--- src/hw/rtl/c2p_pkg.sv ---
package c2p_pkg;

   localparam int ITERATIONS_DEFAULT = 16;
   localparam int FRAC_BITS = 8;
   localparam int CORDIC_WIDTH = 35;
   localparam int SQRT_STEPS = 16;
   localparam int ATAN_LEN = 24;
   localparam int SQRT_TOP_SHIFT = 2 * (SQRT_STEPS - 1);

   localparam logic [15:0] QUARTER_TURN = 16'd16384;
   localparam logic [15:0] THREE_QUARTER_TURN = 16'd49152;
   localparam logic [31:0] HALF_TURN_ACC = 32'h8000_0000;
   localparam logic [31:0] ANGLE_ROUND = 32'h0000_8000;

   localparam logic signed [17:0] NEAR_LO = -18'sd3 <<< FRAC_BITS;
   localparam logic signed [17:0] NEAR_HI = 18'sd1 <<< FRAC_BITS;

   localparam logic [31:0] ATAN_UNITS [ATAN_LEN] = '{
      32'd536870912, 32'd316933406, 32'd167458907, 32'd85004756,
      32'd42667331,  32'd21354465,  32'd10679838,  32'd5340245,
      32'd2670163,   32'd1335087,   32'd667544,    32'd333772,
      32'd166886,    32'd83443,     32'd41722,     32'd20861,
      32'd10430,     32'd5215,      32'd2608,      32'd1304,
      32'd652,       32'd326,       32'd163,       32'd81
   };

   typedef struct packed {
      logic signed [15:0] x_coord;
      logic signed [15:0] y_coord;
   } req_type;

   typedef struct packed {
      logic [15:0] radius;
      logic [15:0] angle;
   } rsp_type;

   typedef struct packed {
      logic signed [CORDIC_WIDTH-1:0] cx;
      logic signed [CORDIC_WIDTH-1:0] cy;
      logic [31:0] acc;
      logic [31:0] rem;
      logic [31:0] root;
      logic x_zero;
      logic y_pos;
      logic near;
   } work_type;

endpackage

--- src/hw/rtl/c2p_prep.sv ---
module c2p_prep (
   input  logic clock,
   input  logic reset,
   input  logic in_valid,
   output logic in_ready,
   input  c2p_pkg::req_type in_data,
   output logic out_valid,
   input  logic out_ready,
   output c2p_pkg::work_type out_data
);
   import c2p_pkg::*;

   logic valid_ff, valid_in;
   work_type data_ff, data_in;
   logic signed [CORDIC_WIDTH-1:0] xe, ye;
   logic signed [31:0] xsq, ysq;
   logic signed [17:0] x2, y2;
   logic neg;

   assign in_ready = !valid_ff || out_ready;
   assign valid_in = in_ready ? in_valid : valid_ff;

   always_comb begin
      xe = CORDIC_WIDTH'(in_data.x_coord);
      ye = CORDIC_WIDTH'(in_data.y_coord);
      neg = in_data.x_coord < 0;
      xsq = 32'(in_data.x_coord) * 32'(in_data.x_coord);
      ysq = 32'(in_data.y_coord) * 32'(in_data.y_coord);
      x2 = {in_data.x_coord[15], in_data.x_coord, 1'b0};
      y2 = {in_data.y_coord[15], in_data.y_coord, 1'b0};
      data_in.cx = (neg ? -xe : xe) <<< 16;
      data_in.cy = (neg ? -ye : ye) <<< 16;
      data_in.acc = neg ? HALF_TURN_ACC : 32'd0;
      data_in.rem = $unsigned(xsq) + $unsigned(ysq);
      data_in.root = 32'd0;
      data_in.x_zero = in_data.x_coord == 16'sd0;
      data_in.y_pos = in_data.y_coord > 16'sd0;
      data_in.near = (x2 > NEAR_LO) && (x2 < NEAR_HI) && (y2 > NEAR_LO) && (y2 < NEAR_HI);
   end

   always_ff @(posedge clock) begin
      if (reset) begin
         valid_ff <= 1'b0;
      end else begin
         valid_ff <= valid_in;
      end
      if (in_ready && in_valid) begin
         data_ff <= data_in;
      end
   end

   assign out_valid = valid_ff;
   assign out_data = data_ff;

endmodule

--- config.mk ---
export PLATFORM = sky130hd
export DESIGN_NAME = c2p_prep
export DESIGN_NICKNAME = d
export VERILOG_FILES = /design/src/hw/rtl/c2p_pkg.sv /design/src/hw/rtl/c2p_prep.sv
export SDC_FILE = /design/constraint.sdc
export NUM_CORES = 1
export LEC_CHECK = 0
export ABC_AREA = 1
export ABC_CLOCK_PERIOD_IN_PS = 13420
export BUFFER_PORTS_ARGS = -buffer_cell sky130_fd_sc_hd__buf_2
export CAP_MARGIN = 20
export CORE_MARGIN = 2
export CORE_UTILIZATION = 50
export DETAILED_ROUTE_END_ITERATION = 8
export PLACE_DENSITY = 0.65
export SYNTH_ARGS = -nofsm -noshare
export SYNTH_HDL_FRONTEND = slang
export SYNTH_SLANG_ARGS = --single-unit
--- constraint.sdc ---
create_clock -name clock -period 13.42 [get_ports clock]
set_clock_uncertainty 0.2 [all_clocks]
set_input_delay 1.342 -clock clock [delete_from_list [all_inputs] [get_ports clock]]
set_output_delay 1.342 -clock clock [all_outputs]
set_load 0.02 [all_outputs]
==> impl_metrics.tcl <==
set metrics [dict create \
    ctsRootBufferMaster "clkbuf_16" \
    endpoint "out_data[63]" \
    grt_pass1_vias 16700 \
    drive_gt1_share_pct 7.52 \
    drc 0 \
    synthAdderAreaFrac_pct 55.6 \
    hp-class "flip-flop to flip-flop" \
    tritoncts.num_buffers 9 \
    status "complete, no violations" \
    setup_viol 0 \
    hold_path_startpoint "out_valid" \
    critPathLaunchType "primary input" \
    multiInputGateArea_um2 16200 \
    seq_area_frac_synth_pct 10.1 \
    async_flop_share_pct 0 \
    clk_pin_slew_ps 70 \
    crit-reg2reg-launch "out_valid" \
    nets 3219 \
    yosysUniqueCellTypes 49 \
    regToRegSetupSlack_ps 11480 \
    ff_latch_area_um2 2240 \
    io_buffers 111 \
    overflow 0 \
    areaGrowthSynthToFinish_pct 4.30 \
    grt_pass1_wl_um 88100 \
    ys_warn_count 0 \
    cp_max_fo 39 \
    num_rows 77 \
    antenna_cells 0 \
    clock_sinks 75 \
    synth_top_family_by_area "adder cells" \
    worstPathArrival_ps 8400 \
    place_ws_ps 4530 \
    fin_crit_ps 8480 \
    muxShareOfSynthArea_pct 0 \
    slew-limit-headroom_pct 28.9 \
    clk_path_buf_depth 2 \
    fin_crit_sh_pct 63.2 \
    finalWorstSetupSlack_ps 4940 \
    max_freq_mhz 118 \
    hpwlAfterDp_um 45300 \
    synth_area_um2 22200 \
    core-area_um2 44000 \
    floorplan.die.width_um 215 \
    syn_inst 2449 \
    drt-total-wl_um 53100 \
    dr.pass1.iters 5 \
    slew_viol_final 0 \
    grt_usage_pct 24.6 \
    r2r_end "out_data[157]" \
    grt_setup_unrepaired "no" \
    ys_ff_latch 75 \
    cap_violations 0 \
    viasPerCell 4.81 \
    antenna_left 0 \
    die_area_um2 46100 \
    final_common_cell "inv_1" \
    reg2regPathDepth 2 \
    h-tree-depth 3 \
    post_cts_resized 0 \
    grt_start_max_net_pins 75 \
    end_kind "flip-flop" \
    vias 15000 \
    fillers 4154 \
    final_cell_mix "804 x inv_1, 519 x fa_1, 395 x nand2_1, 155 x ha_1, 111 x buf_2" \
    critPathRequiredTime_ps 13340 \
    drt_iter0_drc 792 \
    io_pins 207 \
    cts_tree "yes" \
    gp_congestion 0.913 \
    worst_pin_slew_ps 1070 \
    synth_edf_count 74 \
    synth_simple_gate_area_share_pct 11.0 \
    avgRoutedWirePerCell_um 17.1 \
    finalHoldViolations 0 \
    synthFlopType "edfxtp_1" \
    avgSynthCellArea_um2 9.06 \
    synth_compound_area_share_pct 2.40 \
    start_util_pct 50.4 \
    synth_xor_area_share_pct 2.49 \
    clk_latency_ps 360 \
    setup_tns_ps 0 \
    cts_setup_buffers 0 \
    ctsHoldBuffers 0 \
    worstSetupPathType "primary input to flip-flop" \
    startpoint "in_data[31]" \
    antenna_found_initial 1 \
    die_y_um 215 \
]
Yosys cell counts (5+ instances only):
library cell	number	area share [%]
a21o_1	5	0.17
a21oi_1	35	0.79
buf_1	20	0.34
buf_2	25	0.56
buf_4	98	3.3
buf_6	5	0.25
clkbuf_1	16	0.27
edfxtp_1	74	10
fa_1	519	47
ha_1	155	8.7
inv_1	804	14
nand2_1	395	6.7
nand2_2	10	0.28
nand3_1	29	0.65
nand4_1	10	0.28
nor2_1	79	1.3
nor2_2	12	0.34
nor3_1	10	0.23
o21ai_0	21	0.47
o21ai_1	5	0.11
o21bai_1	6	0.20
or2_2	6	0.17
xnor2_1	12	0.47
xor2_1	51	2.0
how the worst min path moves through the flow:
stage,to,slack (ps),cells past startpoint
after floorplan,out_valid,510,2
after global placement,out_valid,310,2
after detailed placement,out_valid,350,2
after CTS,out_valid,360,2
after global routing,out_valid,400,2
final,out_valid,350,2
layout make-up:
type                    count  area share, %
inverters                 811           13.2
clock inverters             6          0.313
flip-flops and latches     75           9.69
clock buffers              10          0.989
repair buffers            115           2.53
well taps                 592           3.20
multi-input cells        1497           70.1
critical path: stages:
cell and delay, ps:
buf_2 80, buf_4 460, inv_1 260, buf_4 310, or2_2 340, fa_1 510, inv_1 60, fa_1 530
fa_1 450, fa_1 510, fa_1 570, fa_1 430, fa_1 490, inv_1 50, fa_1 490, inv_1 50
ha_1 350, a21oi_1 250, a21boi_0 360, nor2_1 70, nor2_1 130, nand3_1 110, xor2_1 150
metal layers:
layer	up-vias	part of all wire [%]	global-route usage [%]
met1	7612	43	33.0
met2	437	49	42.3
met5	-	0	0
li1	6837	-	-
met4	0	2.4	6.25
met3	67	5.4	3.57
through the flow:
| stage | hold WS (ps) | cell area, um^2 | instances | util, % |
|---|---|---|---|---|
| 6_report | 347 | 23100 | 3106 | 52.6 |
| 5_1_grt | 400 | 23100 | 3106 | 52.6 |
| 4_1_cts | 358 | 23100 | 3106 | 52.6 |
| 3_5_place_dp | 349 | 22800 | 3090 | 51.9 |
| 3_3_place_gp | 306 | 22800 | 3090 | 51.9 |
| 2_1_floorplan | 505 | 22600 | 2547 | - |
cell families after synthesis:
| group | count (synthesis) |
|---|---|
| compound gates | 89 |
| xor+xnor | 63 |
| fa+ha+maj | 674 |
| buf+inv | 975 |
| flops | 75 |
| other cells | 1 |
| simple gates | 572 |
sequential cells by signal, summed over array words and instances, names as in the netlist:
register   cells
out_valid      1
out_data      74
Power is left out: the tool's default activity adds up to more than one toggle a clock period on the data nets, which glitch-free logic cannot reach.
