$ cat src/hw/rtl/c2p_pkg.sv
package c2p_pkg;

   localparam int ITERATIONS_DEFAULT = 16;
   localparam int FRAC_BITS = 8;
   localparam int CORDIC_WIDTH = 35;
   localparam int SQRT_STEPS = 16;
   localparam int ATAN_LEN = 24;
   localparam int SQRT_TOP_SHIFT = 2 * (SQRT_STEPS - 1);

   localparam logic [15:0] QUARTER_TURN = 16'd16384;
   localparam logic [15:0] THREE_QUARTER_TURN = 16'd49152;
   localparam logic [31:0] HALF_TURN_ACC = 32'h8000_0000;
   localparam logic [31:0] ANGLE_ROUND = 32'h0000_8000;

   localparam logic signed [17:0] NEAR_LO = -18'sd3 <<< FRAC_BITS;
   localparam logic signed [17:0] NEAR_HI = 18'sd1 <<< FRAC_BITS;

   localparam logic [31:0] ATAN_UNITS [ATAN_LEN] = '{
      32'd536870912, 32'd316933406, 32'd167458907, 32'd85004756,
      32'd42667331,  32'd21354465,  32'd10679838,  32'd5340245,
      32'd2670163,   32'd1335087,   32'd667544,    32'd333772,
      32'd166886,    32'd83443,     32'd41722,     32'd20861,
      32'd10430,     32'd5215,      32'd2608,      32'd1304,
      32'd652,       32'd326,       32'd163,       32'd81
   };

   typedef struct packed {
      logic signed [15:0] x_coord;
      logic signed [15:0] y_coord;
   } req_type;

   typedef struct packed {
      logic [15:0] radius;
      logic [15:0] angle;
   } rsp_type;

   typedef struct packed {
      logic signed [CORDIC_WIDTH-1:0] cx;
      logic signed [CORDIC_WIDTH-1:0] cy;
      logic [31:0] acc;
      logic [31:0] rem;
      logic [31:0] root;
      logic x_zero;
      logic y_pos;
      logic near;
   } work_type;

endpackage

$ cat src/hw/rtl/c2p_final.sv
module c2p_final (
   input  logic clock,
   input  logic reset,
   input  logic in_valid,
   output logic in_ready,
   input  c2p_pkg::work_type in_data,
   output logic out_valid,
   input  logic out_ready,
   output c2p_pkg::rsp_type out_data
);
   import c2p_pkg::*;

   logic valid_ff, valid_in;
   rsp_type data_ff, data_in;
   logic [31:0] acc_round;

   assign in_ready = !valid_ff || out_ready;
   assign valid_in = in_ready ? in_valid : valid_ff;

   always_comb begin
      acc_round = in_data.acc + ANGLE_ROUND;
      data_in.radius = in_data.root[15:0] + 16'(in_data.rem > in_data.root);
      if (in_data.near) begin
         data_in.angle = 16'd0;
      end else if (in_data.x_zero) begin
         data_in.angle = in_data.y_pos ? QUARTER_TURN : THREE_QUARTER_TURN;
      end else begin
         data_in.angle = acc_round[31:16];
      end
   end

   always_ff @(posedge clock) begin
      if (reset) begin
         valid_ff <= 1'b0;
      end else begin
         valid_ff <= valid_in;
      end
      if (in_ready && in_valid) begin
         data_ff <= data_in;
      end
   end

   assign out_valid = valid_ff;
   assign out_data = data_ff;

endmodule
$ cat config.mk
export PLATFORM = sky130hd
export DESIGN_NAME = c2p_final
export DESIGN_NICKNAME = d
export VERILOG_FILES = /design/src/hw/rtl/c2p_pkg.sv /design/src/hw/rtl/c2p_final.sv
export SDC_FILE = /design/constraint.sdc
export NUM_CORES = 1
export LEC_CHECK = 0
export BUFFER_PORTS_ARGS = -buffer_cell sky130_fd_sc_hd__buf_2
export CORE_ASPECT_RATIO = 0.6
export CORE_UTILIZATION = 34
export CTS_CLUSTER_DIAMETER = 150
export DETAILED_ROUTE_END_ITERATION = 8
export GPL_TIMING_DRIVEN = 1
export HOLD_SLACK_MARGIN = 0.06
export PLACE_DENSITY = 0.69
export SYNTH_ARGS = -nofsm -noshare
export SYNTH_HDL_FRONTEND = slang
export SYNTH_SLANG_ARGS = --single-unit
$ cat constraint.sdc
create_clock -name clock -period 9.25 [get_ports clock]
set_clock_uncertainty 0.05 [all_clocks]
set_input_delay 2.775 -clock clock [delete_from_list [all_inputs] [get_ports clock]]
set_output_delay 2.775 -clock clock [all_outputs]
set_load 0.005 [all_outputs]
==> out/results.txt, run 1 <==
Post-CTS Resized = 0
Core ar. = 6880 um2
critical path's most frequent cell = buf_2
Syn Nets = 459
Worst Setup Start Kind = input pin
Worst Path Required = 6.43 ns
H-tree levels = 2
max frequency = 0.167 GHz
Avg WL per Cell = 13.7 um
worst hold path type = reg2reg
Seq cells post-synth = 33
CP Cell Sequence = buf_2 > nand2b_1 > buf_2
Skew-Pair Late Insertion Delay = 0.26 ns
Synth area leader = edfxtp_1
Slew @ Worst Pin = 0.404 ns
Mean Syn Cell Area = 9.94 um2
Setup TNS = 0 ns
RePlAce Congestion = 0.730
Synth top area share = 0.385
DRT Wirelength = 6360 um
fillers = 654
status = complete, no violations
gr ovfl total = 0
first-pass GRT wire length = 9890 um
Area after DPL = 3200 um2
Final Core Density = 0.485
Iter 0 DRT Violations = 86
max-slew violations = 0
Final Hold Vio Count = 0
Area growth syn-to-layout = 33.7%
WL met1 = 3380 um
initial antenna violation count = 0
RSZ-0062 raised after global routing = no
cts hold-fix bufs = 0
Pre-antenna DRT Iters = 4
DR top layer = met4
Sequential Area = 981 um2
metal2 WL = 2620 um
largest net degree at the start of global routing = 33
number of synthesized flops with an enable pin = 32
met3 wire length = 339 um
CTS root buf = clkbuf_16
flop2flop setup slack = 7.94 ns
Crit path arrival time = 3.15 ns
Global Route Usage Sum = 0.169
die area = 7700 um2
Final period util = 0.645
worst vdd rail ir drop = 0.105 mV
postcts setup bufs = 0
post-placement setup slack = 3.28 ns
post-route cell area = 3340 um2
post-route setup slack = 3.28 ns
number of antenna repair diodes = 0
setup violators final = 0
CTS tree = built
share of synthesized registers carrying an async set or reset = 0
Site Rows = 23
Initial Util = 0.363
max cap viols = 0
Worst-path clk slew = 0.05 ns
chip height = 68.4 um
vias in the first global route = 2008
Slowest-stage cell, CP = nand2b_1
Layout Nets = 584
P_leak = 1.58 nW
most frequent cell after synthesis = inv_1
post-synthesis sequential area ratio = 0.393
pwr/cell area = 126 nW/um2
synth top area cells = edfxtp_1 (39%), ha_1 (18%), xnor2_1 (6.7%)
fraction of layout cells with a size suffix above 1 = 0.363
Longest Clk Path Bufs = 2
Synth Instances = 251
CTS Buf Count = 5
Top FF cell, synth = edfxtp_1
top cells by count, synth = inv_1 (37), ha_1 (35), edfxtp_1 (32)
drt via density = 4.78
Overall Power = 0.420 mW
synthesized area = 2490 um2
total clock sinks = 33
via count = 2219
Slew headroom = 0.724
number of port buffers = 121
DR DRC count = 0
Setup CP Type = in2out
die width = 113 um
critical path endpoint category = output port
CP Max Fanout = 3
Synth warnings = 0
ANT nets after route = 0
crit-path max cell delay = 0.15 ns
area of the multi-input gates = 1360 um2
Distinct cells, synth = 38
DP Wirelength = 5430 um
Ports = 207
minimum clock period = 5.97 ns
-- registers in the layout (all words and copies together), names as in the netlist --
signal / count
out_data: 32
out_valid: 1
-- power by group --
part / switching (mW) / leakage [nW] / internal (mW)
logic: 0.0469 / 1.19 / 0.0411
registers: 0.00224 / 0.323 / 0.176
clock network: 0.0541 / 0.0679 / 0.0992
total: 0.103 / 1.58 / 0.317
-- through the flow --
stage	hold WS [ns]	std cells
after floorplan	0.472	251
after global placement	0.443	456
after detailed placement	0.454	456
after CTS	0.465	464
after global routing	0.514	464
final	0.459	464
-- cell type report --
| cell class | count | area share |
|---|---|---|
| inverters | 37 | 0.0416 |
| well taps | 87 | 0.0326 |
| clock buffers | 7 | 0.0398 |
| clock inverters | 1 | 0.00150 |
| multi-input cells | 177 | 0.407 |
| flip-flops and latches | 33 | 0.294 |
| repair buffers | 122 | 0.184 |
-- cells in the final DEF (no fill, tap or decap), types with 2 or more instances in the layout --
cell / instances
nand2_1: 13
ha_1: 35
xnor2_1: 19
buf_2: 121
xor2_1: 8
a21oi_1: 17
a221o_1: 2
nor4_1: 3
nor3_1: 4
o21ai_0: 4
clkbuf_1: 2
and2_1: 2
nor2_1: 18
and4_1: 4
nand4_1: 12
a21o_1: 2
and3_1: 2
inv_1: 37
or3_1: 2
nand3_1: 13
clkbuf_16: 5
a21boi_0: 2
edfxtp_1: 32
-- final timing paths --
check	startpoint	endpoint	depth (start not counted)
setup reg to reg	out_valid	out_data[15]	3
setup / recovery	out_ready	in_ready	3
hold / removal	out_valid	out_valid	2
hold reg to reg	out_valid	out_valid	2
-- layer usage --
metal  track usage  vias to the layer above
met2         0.238                       54
met4        0.0250                        0
met1         0.259                     1014
li1              -                     1149
met5             0                        -
met3        0.0416                        2
-- critical path: cells and delay by family --
kind | cells | cell delay, ns
simple gates | 1 | 0.15
buf+inv | 2 | 0.22
-- cells by family (layout without fill, tap and decap cells) --
family,count (synthesis),count (layout),share of synthesized area
AO/OA/AOI/OAI,31,31,0.0767
XOR/XNOR,27,27,0.0948
adder cells (fa/ha/maj),35,35,0.176
buffers and inverters,41,167,0.0632
flip-flops,33,33,0.393
AND/OR/NAND/NOR,84,84,0.197
Note: power is estimated with default switching activity, not from simulation.
==> inputs of run 2 (changes only) <==
--- a/config.mk
+++ b/config.mk
@@ -12,7 +12,7 @@
 export DETAILED_ROUTE_END_ITERATION = 8
 export GPL_TIMING_DRIVEN = 1
 export HOLD_SLACK_MARGIN = 0.06
-export PLACE_DENSITY = 0.69
+export PLACE_DENSITY = 0.72
 export SYNTH_ARGS = -nofsm -noshare
 export SYNTH_HDL_FRONTEND = slang
 export SYNTH_SLANG_ARGS = --single-unit
==> constraint.sdc (replaced) <==
create_clock -name clock -period 5.1 [get_ports clock]
set_clock_uncertainty 0.05 [all_clocks]
set_input_delay 1.53 -clock clock [delete_from_list [all_inputs] [get_ports clock]]
set_output_delay 1.53 -clock clock [all_outputs]
set_load 0.005 [all_outputs]
==> run 2 against run 1 <==
Against the previous run: total power grew 81%; core utilization shrank 0.073 points; routed wire length grew 2.5%; critical endpoint is now out_data[28].
==> out/results.txt, run 2 (synthesized netlist as in run 1, its figures left out) <==
status = complete, no violations
CP Max Fanout = 7 (+4)
worst r2r dst = out_data[19]
Setup TNS = 0 ns (unchanged)
reg2reg start = out_valid
fraction of layout cells with a size suffix above 1 = 0.362 (-0.00169)
Layout Nets = 584 (unchanged)
gr ovfl total = 0 (unchanged)
post-route cell area = 3330 um2 (-0.15%)
Ports = 207 (unchanged)
vias in the first global route = 2143 (+6.7%)
RePlAce Congestion = 0.754 (+3.4%)
Post-CTS Resized = 0 (unchanged)
cts hold-fix bufs = 0 (unchanged)
CTS root buf = clkbuf_16
Site Rows = 23 (unchanged)
DRT Wirelength = 6520 um (+2.5%)
max FFs per register = 32 (unchanged)
Worst-path clk slew = 0.05 ns (about the same)
worst r2r path cells = 3 (unchanged)
Global Route Usage Sum = 0.172 (+0.00263)
Longest Clk Path Bufs = 2 (unchanged)
first-pass GRT wire length = 10100 um (+2.0%)
DP Wirelength = 5610 um (+3.2%)
die area = 7700 um2 (unchanged)
max cap viols = 0 (unchanged)
postcts setup bufs = 0 (unchanged)
post-route setup slack = 0.893 ns (-2.39 ns)
Area after DPL = 3200 um2 (unchanged)
setup violators final = 0 (unchanged)
Skew-Pair Late Insertion Delay = 0.27 ns (about the same)
flop2flop setup slack = 3.77 ns (-4.17 ns)
drt via density = 4.84 (+1.3%)
Initial Util = 0.363 (unchanged)
Slew headroom = 0.720 (-0.00358)
die width = 113 um (unchanged)
max frequency = 0.238 GHz
Area growth syn-to-layout = 33.5%
worst vdd rail ir drop = 0.114 mV (+8.8%)
Sw Share = 0.249 (+0.00284)
Pre-antenna DRT Iters = 4 (unchanged)
total clock sinks = 33 (unchanged)
Setup CP Type = in2reg
RSZ-0062 raised after global routing = no
H-tree levels = 2 (unchanged)
CTS tree = built
largest net degree at the start of global routing = 33 (unchanged)
net switching power = 0.189 mW (+83%)
CTS Buf Count = 5 (unchanged)
Worst Setup Start Kind = input pin
fillers = 668 (+2.1%)
worst setup path end = out_data[28]
P_leak = 1.58 nW (-0.22%)
Worst Path Required = 5.07 ns (-1.36 ns)
commonest non-fill, non-tap cell in the layout = buf_2
minimum clock period = 4.21 ns
DR DRC count = 0 (unchanged)
combinational share of power = 0.211 (about the same)
pwr/cell area = 228 nW/um2 (+81%)
post-placement setup slack = 0.614 ns (-2.67 ns)
Final Core Density = 0.484 (-0.000728)
number of antenna repair diodes = 0 (unchanged)
Overall Power = 0.760 mW (+81%)
Worst Setup SP = in_data[17]
ANT nets after route = 0 (unchanged)
worst hold path type = reg2reg
Core ar. = 6880 um2 (unchanged)
Crit path arrival time = 4.18 ns (+1.03 ns)
Slew @ Worst Pin = 0.420 ns (+0.0158 ns)
via count = 2243 (+1.1%)
Final period util = 0.825
Clock power frac = 0.363 (-0.002)
number of port buffers = 121 (unchanged)
Avg WL per Cell = 14.1 um (+2.8%)
critical path endpoint category = register
Reg power frac = 0.426 (about the same)
Int Power = 0.571 mW (+80%)
chip height = 68.4 um (unchanged)
max-slew violations = 0 (unchanged)
Final Hold Vio Count = 0 (unchanged)
initial antenna violation count = 0 (unchanged)
most frequent cells in the layout = buf_2 (121), inv_1 (37), ha_1 (35)
Iter 0 DRT Violations = 91 (+5.8%)
[run 2: cell types whose count changed in the layout (fill, tap and decap cells not counted), sizes merged]
| cell | change |
|---|---|
| clkbuf | -1 |
[run 2: worst min-delay path by stage]
stage | from | endpoint | slack (ns) | depth (start not counted)
floorplan | out_valid | out_valid | 0.47 | 2
global placement | out_valid | out_valid | 0.44 | 2
detailed placement | out_valid | out_valid | 0.46 | 2
CTS | out_valid | out_valid | 0.47 | 2
global route | out_valid | out_valid | 0.50 | 2
finish | out_valid | out_valid | 0.47 | 2
[run 2: routing by layer]
| layer | part of all wire | track usage | vias to the layer above |
|---|---|---|---|
| met2 | 0.44 | 0.265 | 74 |
| met3 | 0.061 | 0.0452 | 6 |
| met1 | 0.49 | 0.240 | 1019 |
| li1 | - | - | 1144 |
| met4 | 0.0090 | 0.0400 | 0 |
| met5 | 0 | 0 | - |
[run 2: cell type report]
type,instances,area [um2],area share
flip-flops and latches,33,981,0.295
multi-input cells,177,1360,0.407
repair buffers,122,613,0.184
clock buffers,6,129,0.0387
clock inverters,1,3.75,0.00113
well taps,87,109,0.0327
inverters,37,139,0.0417
[run 2: power by group through the flow]
stage	combinational [mW]	sequential, mW	clock [mW]
finish	0.160	0.324	0.276
global route	0.181	0.325	0.294
CTS	0.161	0.324	0.282
detailed placement	0.160	0.329	0
global placement	0.154	0.329	0
floorplan	0.0746	0.332	0
[run 2: stage by stage]
step | instances | hold WS, ns
5_1_grt | 463 | 0.505
3_5_place_dp | 456 | 0.459
2_1_floorplan | 251 | 0.472
3_3_place_gp | 456 | 0.440
6_report | 463 | 0.473
4_1_cts | 463 | 0.470
[run 2: worst max-delay path, stage by stage]
cell and delay (ns):
buf_2 0.07, inv_1 0.07, ha_1 0.33, nand4_1 0.21, nor4_1 0.44, a21boi_0 0.28, o31ai_1 0.11, a21oi_1 0.18
ha_1 0.25, ha_1 0.36, nand4_1 0.18, xnor2_1 0.16
