<file path="config.mk">
export PLATFORM = sky130hd
export DESIGN_NAME = c2p_step
export DESIGN_NICKNAME = d
export VERILOG_FILES = /design/src/hw/rtl/c2p_pkg.sv /design/src/hw/rtl/c2p_step.sv
export SDC_FILE = /design/constraint.sdc
export NUM_CORES = 1
export LEC_CHECK = 0
export BUFFER_PORTS_ARGS = -buffer_cell sky130_fd_sc_hd__buf_2
export CAP_MARGIN = 20
export CELL_PAD_IN_SITES_DETAIL_PLACEMENT = 0
export CELL_PAD_IN_SITES_GLOBAL_PLACEMENT = 1
export CORE_MARGIN = 2
export CORE_UTILIZATION = 41
export CTS_CLUSTER_SIZE = 28
export DETAILED_ROUTE_END_ITERATION = 6
export GPL_ROUTABILITY_DRIVEN = 1
export PLACE_DENSITY = 0.78
export SLEW_MARGIN = 0
export SYNTH_ARGS = -nofsm -noshare
export SYNTH_HDL_FRONTEND = slang
export SYNTH_SLANG_ARGS = --single-unit
</file>
<file path="constraint.sdc">
create_clock -name clock -period 7.44 [get_ports clock]
set_input_delay 1.488 -clock clock [delete_from_list [all_inputs] [get_ports clock]]
set_output_delay 1.488 -clock clock [all_outputs]
set_load 0.02 [all_outputs]
</file>
<file path="src/hw/rtl/c2p_pkg.sv">
package c2p_pkg;

   localparam int ITERATIONS_DEFAULT = 16;
   localparam int FRAC_BITS = 8;
   localparam int CORDIC_WIDTH = 35;
   localparam int SQRT_STEPS = 16;
   localparam int ATAN_LEN = 24;
   localparam int SQRT_TOP_SHIFT = 2 * (SQRT_STEPS - 1);

   localparam logic [15:0] QUARTER_TURN = 16'd16384;
   localparam logic [15:0] THREE_QUARTER_TURN = 16'd49152;
   localparam logic [31:0] HALF_TURN_ACC = 32'h8000_0000;
   localparam logic [31:0] ANGLE_ROUND = 32'h0000_8000;

   localparam logic signed [17:0] NEAR_LO = -18'sd3 <<< FRAC_BITS;
   localparam logic signed [17:0] NEAR_HI = 18'sd1 <<< FRAC_BITS;

   localparam logic [31:0] ATAN_UNITS [ATAN_LEN] = '{
      32'd536870912, 32'd316933406, 32'd167458907, 32'd85004756,
      32'd42667331,  32'd21354465,  32'd10679838,  32'd5340245,
      32'd2670163,   32'd1335087,   32'd667544,    32'd333772,
      32'd166886,    32'd83443,     32'd41722,     32'd20861,
      32'd10430,     32'd5215,      32'd2608,      32'd1304,
      32'd652,       32'd326,       32'd163,       32'd81
   };

   typedef struct packed {
      logic signed [15:0] x_coord;
      logic signed [15:0] y_coord;
   } req_type;

   typedef struct packed {
      logic [15:0] radius;
      logic [15:0] angle;
   } rsp_type;

   typedef struct packed {
      logic signed [CORDIC_WIDTH-1:0] cx;
      logic signed [CORDIC_WIDTH-1:0] cy;
      logic [31:0] acc;
      logic [31:0] rem;
      logic [31:0] root;
      logic x_zero;
      logic y_pos;
      logic near;
   } work_type;

endpackage

</file>
<file path="src/hw/rtl/c2p_step.sv">
module c2p_step #(
   parameter int STEP = 0,
   parameter int ITERATIONS = c2p_pkg::ITERATIONS_DEFAULT
) (
   input  logic clock,
   input  logic reset,
   input  logic in_valid,
   output logic in_ready,
   input  c2p_pkg::work_type in_data,
   output logic out_valid,
   input  logic out_ready,
   output c2p_pkg::work_type out_data
);
   import c2p_pkg::*;

   localparam bit DO_CORDIC = STEP < ITERATIONS;
   localparam bit DO_SQRT = STEP < SQRT_STEPS;
   localparam int SQ_SHIFT = DO_SQRT ? SQRT_TOP_SHIFT - 2 * STEP : 0;
   localparam int AT_IDX = DO_CORDIC ? STEP : 0;
   localparam logic [31:0] SQ_BIT = 32'd1 << SQ_SHIFT;

   logic valid_ff, valid_in;
   work_type data_ff, data_in;
   logic signed [CORDIC_WIDTH-1:0] xs, ys;
   logic [32:0] trial;

   assign in_ready = !valid_ff || out_ready;
   assign valid_in = in_ready ? in_valid : valid_ff;

   always_comb begin
      data_in = in_data;
      xs = in_data.cx >>> STEP;
      ys = in_data.cy >>> STEP;
      trial = {1'b0, in_data.root} + {1'b0, SQ_BIT};
      if (DO_CORDIC) begin
         if (in_data.cy > 0) begin
            data_in.cx = in_data.cx + ys;
            data_in.cy = in_data.cy - xs;
            data_in.acc = in_data.acc + ATAN_UNITS[AT_IDX];
         end else begin
            data_in.cx = in_data.cx - ys;
            data_in.cy = in_data.cy + xs;
            data_in.acc = in_data.acc - ATAN_UNITS[AT_IDX];
         end
      end
      if (DO_SQRT) begin
         if ({1'b0, in_data.rem} >= trial) begin
            data_in.rem = in_data.rem - trial[31:0];
            data_in.root = (in_data.root >> 1) + SQ_BIT;
         end else begin
            data_in.root = in_data.root >> 1;
         end
      end
   end

   always_ff @(posedge clock) begin
      if (reset) begin
         valid_ff <= 1'b0;
      end else begin
         valid_ff <= valid_in;
      end
      if (in_ready && in_valid) begin
         data_ff <= data_in;
      end
   end

   assign out_valid = valid_ff;
   assign out_data = data_ff;

endmodule

</file>
==> results of run 1 <==
-- layer usage --
metal	vias up	routed length, um	global-route usage (%)
met1	5882	19500	33.9
met4	6	1110	8.35
met3	63	3450	4.54
met5	-	41	0
li1	5863	-	-
met2	553	22300	43.9
-- state kept, by name (all words and copies together) (netlist names) --
name       flops
out_data     168
out_valid      1
-- area by class of cell --
type                    instances  area, um2  area share (%)
flip-flops and latches        169       5060            31.3
repair buffers                348       1750            10.8
clock buffers                  18        429            2.65
well taps                     442        553            3.42
inverters                     149        559            3.46
clock inverters                13        169            1.04
multi-input cells            1070       7650            47.3
diodes                          1       2.50          0.0155
-- metrics by stage --
step	setup slack, ns	cell area, um2	cells	util, %	total power [mW]
2_1_floorplan	1.27	13500	1444	-	1.96
3_3_place_gp	2.49	15600	2178	47.9	2.31
3_5_place_dp	2.39	15600	2178	47.9	2.32
4_1_cts	2.86	16200	2209	49.7	3.27
5_1_grt	2.61	16200	2210	49.7	3.40
6_report	2.80	16200	2210	49.7	3.26
-- layout by cell type (no fill, tap or decap), types with 13 or more instances in the layout --
cell       instances
o21ai_0           77
xnor2_1           82
nand3_1           29
nor3_1            24
o21bai_1          29
nor2_1           107
a21oi_1          163
edfxtp_1         168
buf_2            343
inv_1            144
o31ai_1           15
a31oi_1           16
xor2_1            16
ha_1             137
nand2_1           79
mux2i_1           13
nor2b_1           14
and3_1            14
nor4_1            23
a21o_1            43
clkbuf_16         17
mux2_1            26
-- where the power goes --
| group | internal, mW | total [mW] | leakage [nW] | switching (mW) |
|---|---|---|---|---|
| registers | 1.18 | 1.22 | 1.63 | 0.0307 |
| clock network | 0.530 | 0.944 | 0.286 | 0.414 |
| logic | 0.391 | 1.10 | 5.37 | 0.707 |
-- cells by family (layout without fill, tap and decap cells) --
| group | after synthesis | after routing | share of synthesized area (%) |
|---|---|---|---|
| AO/OA/AOI/OAI | 440 | 440 | 21.0 |
| XOR/XNOR | 98 | 98 | 6.35 |
| adder cells (fa/ha/maj) | 142 | 142 | 13.4 |
| buffers and inverters | 205 | 528 | 6.03 |
| flip-flops | 169 | 169 | 37.5 |
| multiplexers | 43 | 43 | 3.46 |
| other | 0 | 1 | 0 |
| AND/OR/NAND/NOR | 347 | 347 | 12.3 |
-- how the worst max path moves through the flow --
stage | end | slack, ns | cells past startpoint
floorplan | out_data[0] | 1.27 | 2
global placement | out_data[51] | 2.49 | 13
detailed placement | out_data[65] | 2.39 | 13
CTS | out_data[65] | 2.86 | 13
global route | out_data[168] | 2.61 | 12
finish | out_data[65] | 2.80 | 13
-- worst register-to-register path, stage by stage, from the launching register on --
cell and delay [ns]:
dfxtp_1 0.31, nand2b_1 0.10, and2_4 0.68, buf_4 0.80
==> qor.csv, run 1 <==
stage,metric,value,unit
worst_hold_path,min-delay-start,out_valid,
critical_path,regToRegEndpoint,out_data[21],
status,status,completed,
critical_path,cp-end-kind,flop,
grt,grt-ovfl-total,0,
critical_path,r2r_start,out_valid,
layout,nFillCells,3214,
timing,slew_headroom,32.9,%
floorplan,coreArea,0.0325,mm2
timing,fmax,216,MHz
timing,slew_viol_final,0,
clock_tree,cts_setup_buffers,0,
floorplan,die-area,0.0344,mm2
timing,finalSetupViolCount,0,
synthesis,ys_warn_count,0,
drt,dr.pass1.iters,6,
layout,layout-drive-gt1-share,22.9,%
synthesis,synth-edff-count,168,
grt,antenna_found_initial,4,
timing,finalHoldViolCount,0,
drt,wl,46.4,mm
critical_path,path_class,in2reg,
place,dp_hpwl,37.2,mm
drt,postRouteAntennaNets,0,
critical_path,cp_cell_sequence,buf_2 > inv_1 > ha_1 > nand3_1 > o21bai_1 > and2_1 > o22ai_2 > a31oi_1 > a31oi_2 > nand3b_1 > a211oi_4 > buf_4 > mux2_1,
layout,nets,2070,
synthesis,synth.avg_cell_area,9.36,um2
worst_hold_path,whs_path_depth,2,
grt,grt_max_degree,65,
flow_run,maxCapViolCount,0,
power_and_ir_drop,p_leak,7.29,nW
clock_tree,cts-root-buf,clkbuf_16,
power_and_ir_drop,ir_drop,0.161,mV
drt,first_iter_violations,1254,
timing,period_share,62.3,%
synthesis,synth_ff_type,edfxtp_1,
worst_hold_path,min_to,out_valid,
synthesis,synth.area.top_cells,"edfxtp_1 (37%), ha_1 (13%), a21oi_1 (6.0%)",
clock_tree,cts_max_path_buffers,2,
synthesis,yosysMostFrequentCell,edfxtp_1,
floorplan,die_h,186,um
critical_path,arrival,4.83,ns
worst_hold_path,hold_class,reg2reg,
critical_path,r2r_cells,3,
drt,drc,0,
timing,rsz0062_at_grt,false,
clock_tree,clkSlewWorstSetupHoldPaths,0.07,ns
critical_path,critPathLaunch,in_data[6],
timing,fin_tns_setup,0,ns
floorplan,initial_core_util,41.5,%
grt,grt_pass1_vias,11407,
critical_path,cp.required,7.63,ns
critical_path,cp_slowest_cell,a211oi_4,
clock_tree,tritoncts,yes,
place,gp_congestion,0.936,
synthesis,syn_nets,1759,
critical_path,slowest_delay,0.59,ns
critical_path,crit_path_start_kind,input pin,
clock_tree,htreeDepth,4,
synthesis,yosysSeqAreaShare,37.5,%
power_and_ir_drop,powerDensity,201,mW/mm2
clock_tree,hold_buffers,0,
drt,vias_per_cell,5.60,
clock_tree,cts_buffers,17,
clock_tree,cts-resized-gates,0,
critical_path,critPathBufInv,3,
clock_tree,cts.sinks,169,
critical_path,cp_max_fo,25,
critical_path,r2r_setup_slack,5.13,ns
timing,finClkSkew,0.0114,ns
clock_tree,clk_latency,0.45,ns
synthesis,synth_seq_cells,169,
timing,worstMarginPinSlew,1.01,ns
synthesis,yosysUniqueCellTypes,78,
place,numPortBuffers,343,
drt,vias,12367,
floorplan,die_x,186,um
synthesis,syn_inst,1444,
layout,syn_to_final_growth,19.7,%
grt,grt_pass1_wl,67.4,mm
synthesis,yosys-top-cells-count,"edfxtp_1 (168), a21oi_1 (163), inv_1 (145), ha_1 (137), nor2_1 (108)",
floorplan,io_pins,344,
synthesis,ys_async_sr_fraction,0,%
critical_path,cpLargestDelayFamily,compound AO/OA/AOI/OAI gates,
timing,hold_ws,0.519,ns
synthesis,synth_top_area_share,37.3,%
synthesis,synth.cell_area,0.0135,mm2
drt,wl_per_cell,21.0,um
synthesis,synth_top_area_cell,edfxtp_1,
timing,min_period,4.64,ns
grt,grtUsageTotal,26.0,%
floorplan,rows,66,
No activity file was read; power rests on OpenSTA's default activity.
==> run 2, diff against run 1 <==
==> constraint.sdc (replaced) <==
create_clock -name clock -period 4.6 [get_ports clock]
set_input_delay 0.92 -clock clock [delete_from_list [all_inputs] [get_ports clock]]
set_output_delay 0.92 -clock clock [all_outputs]
set_load 0.02 [all_outputs]
==> qor.csv, run 2 (synthesis gave the netlist of run 1 again) <==
stage,metric,value,unit,change
status,status,completed,,unchanged
critical_path,cp_cell_sequence,buf_2 > inv_1 > ha_1 > nor2b_1 > o311ai_1 > a2111oi_2 > nor3b_2 > nor3_1 > a221oi_2 > a2111oi_2 > o31ai_1 > xnor2_1,,was buf_2 > inv_1 > ha_1 > nand3_1 > o21bai_1 > and2_1 > o22ai_2 > a31oi_1 > a31oi_2 > nand3b_1 > a211oi_4 > buf_4 > mux2_1
worst_hold_path,min-delay-start,out_valid,,unchanged
timing,finClkSkew,0.00901,ns,was 0.0114 ns
timing,hold_ws,0.523,ns,was 0.519 ns
place,dp_hpwl,37.8,mm,was 37.2 mm
place,numPortBuffers,343,,unchanged
timing,finalHoldViolCount,0,,unchanged
place,dp_worst_setup_slack,0.331,ns,was 2.39 ns
timing,rsz0062_at_grt,false,,unchanged
clock_tree,clkSlewWorstSetupHoldPaths,0.07,ns,about the same
power_and_ir_drop,switchingPower,1.91,mW,was 1.15 mW
timing,finalSetupViolCount,0,,unchanged
clock_tree,cts_buffers,17,,unchanged
clock_tree,htreeDepth,4,,unchanged
floorplan,io_pins,344,,unchanged
floorplan,die_h,186,um,unchanged
power_and_ir_drop,swShare,36.0,%,was 35.4%
critical_path,r2r_start,out_valid,,unchanged
layout,multi_input_area,0.00765,mm2,unchanged
power_and_ir_drop,total_power,5.29,mW,was 3.26 mW
grt,grt_max_degree,71,,was 65
clock_tree,hold_buffers,0,,unchanged
timing,slew_viol_final,0,,unchanged
critical_path,cpLargestDelayFamily,compound AO/OA/AOI/OAI gates,,unchanged
power_and_ir_drop,seqPwrFrac,37.0,%,was 37.3%
grt,antenna_found_initial,4,,unchanged
timing,setup_ws,0.655,ns,was 2.80 ns
clock_tree,cts.sinks,169,,unchanged
power_and_ir_drop,powerDensity,324,mW/mm2,was 201 mW/mm2
floorplan,die-area,0.0344,mm2,unchanged
floorplan,initial_core_util,41.5,%,unchanged
power_and_ir_drop,clkPwrFrac,28.6,%,was 29.0%
layout,mostFrequentLayoutCell,buf_2,,unchanged
grt,grt_pass1_vias,11795,,"was 11,407"
power_and_ir_drop,p_leak,7.37,nW,was 7.29 nW
drt,first_iter_violations,1296,,"was 1,254"
grt,grtUsageTotal,26.2,%,was 26.0%
clock_tree,cts-resized-gates,0,,unchanged
floorplan,die_x,186,um,unchanged
clock_tree,clk_latency,0.44,ns,was 0.45 ns
floorplan,rows,66,,unchanged
critical_path,cp-end-kind,flop,,unchanged
flow_run,maxCapViolCount,0,,unchanged
critical_path,slowest_delay,0.66,ns,was 0.59 ns
power_and_ir_drop,p_int,3.39,mW,was 2.11 mW
drt,vias,12372,,"was 12,367"
layout,syn_to_final_growth,20.8,%,was 19.7%
layout,final_cell_mix,"buf_2 (343), edfxtp_1 (168), a21oi_1 (163)",,unchanged
timing,min_period,3.94,ns,
worst_hold_path,hold_class,reg2reg,,unchanged
layout,nets,2085,,"was 2,070"
layout,seq_area,0.00506,mm2,unchanged
power_and_ir_drop,ir_drop,0.252,mV,was 0.161 mV
critical_path,cp_slowest_cell,a2111oi_2,,was a211oi_4
critical_path,cp.required,4.78,ns,was 7.63 ns
clock_tree,tritoncts,yes,,unchanged
drt,dr.pass1.iters,6,,unchanged
critical_path,crit_path_start_kind,input pin,,unchanged
place,gp_congestion,0.947,,was 0.936
grt,grt-ovfl-total,0,,unchanged
layout,layout-drive-gt1-share,23.6,%,was 22.9%
drt,drc,0,,unchanged
drt,vias_per_cell,5.55,,was 5.60
drt,wl,46.6,mm,was 46.4 mm
critical_path,critPathBufInv,2,,was 3
timing,period_share,85.8,%,
timing,worstMarginPinSlew,0.845,ns,was 1.01 ns
layout,largest_reg_flops,168,,unchanged
clock_tree,cts_max_path_buffers,2,,unchanged
timing,slew_headroom,43.2,%,was 32.9%
critical_path,critPathLaunch,in_data[100],,was in_data[6]
power_and_ir_drop,power_frac_comb,34.4,%,was 33.7%
drt,wl_per_cell,20.9,um,was 21.0 um
critical_path,cp_max_fo,5,,was 25
layout,nFillCells,3202,,"was 3,214"
timing,fmax,253,MHz,
critical_path,path_class,in2reg,,unchanged
grt,grt_pass1_wl,68.7,mm,was 67.4 mm
layout,fin_util,50.2,%,was 49.7%
critical_path,cp_common_cell,a2111oi_2,,
floorplan,coreArea,0.0325,mm2,unchanged
clock_tree,cts-root-buf,clkbuf_16,,unchanged
critical_path,arrival,4.12,ns,was 4.83 ns
timing,fin_tns_setup,0,ns,unchanged
clock_tree,cts_setup_buffers,0,,unchanged
drt,postRouteAntennaNets,0,,unchanged
## run 2: path summary, 6_finish.rpt
check,endpoint,slack [ns],depth (start not counted)
max reg2reg,out_data[107],2.62,3
min,out_valid,0.52,2
min reg2reg,out_valid,0.52,2
max,out_data[132],0.66,12
## run 2: cell type report
class                   count  area share [%]
diodes                      3          0.0460
repair buffers            363            11.7
clock inverters            13           0.958
flip-flops and latches    169            31.0
inverters                 149            3.43
multi-input cells        1070            46.8
well taps                 442            3.39
clock buffers              19            2.65
## run 2: per-stage QoR
| stage | instance area, um2 | instances |
|---|---|---|
| after floorplan | 13500 | 1444 |
| after global placement | 15700 | 2193 |
| after detailed placement | 15700 | 2193 |
| after CTS | 16300 | 2225 |
| after global routing | 16300 | 2228 |
| final | 16300 | 2228 |
## run 2: worst reg2reg max path, cell delays in order, from the launching register on
cell	delay, ns
dfxtp_1	0.31
nand2b_1	0.10
and2_4	0.64
buf_4	0.53
## run 2: power groups by stage
| stage | registers (mW) | logic, mW | clock network (mW) |
|---|---|---|---|
| after floorplan | 2.20 | 0.971 | 0 |
| after global placement | 1.99 | 1.79 | 0 |
| after detailed placement | 1.99 | 1.79 | 0 |
| after CTS | 1.96 | 1.80 | 1.53 |
| after global routing | 1.97 | 1.96 | 1.59 |
| final | 1.96 | 1.82 | 1.51 |
## run 2: metal layers
layer | routed length [um] | vias to the layer above | global-route usage (%)
met5 | 0 | - | 0
met4 | 1310 | 0 | 8.35
met3 | 3220 | 66 | 3.52
met2 | 21900 | 535 | 43.5
met1 | 20200 | 5892 | 35.3
li1 | - | 5879 | -
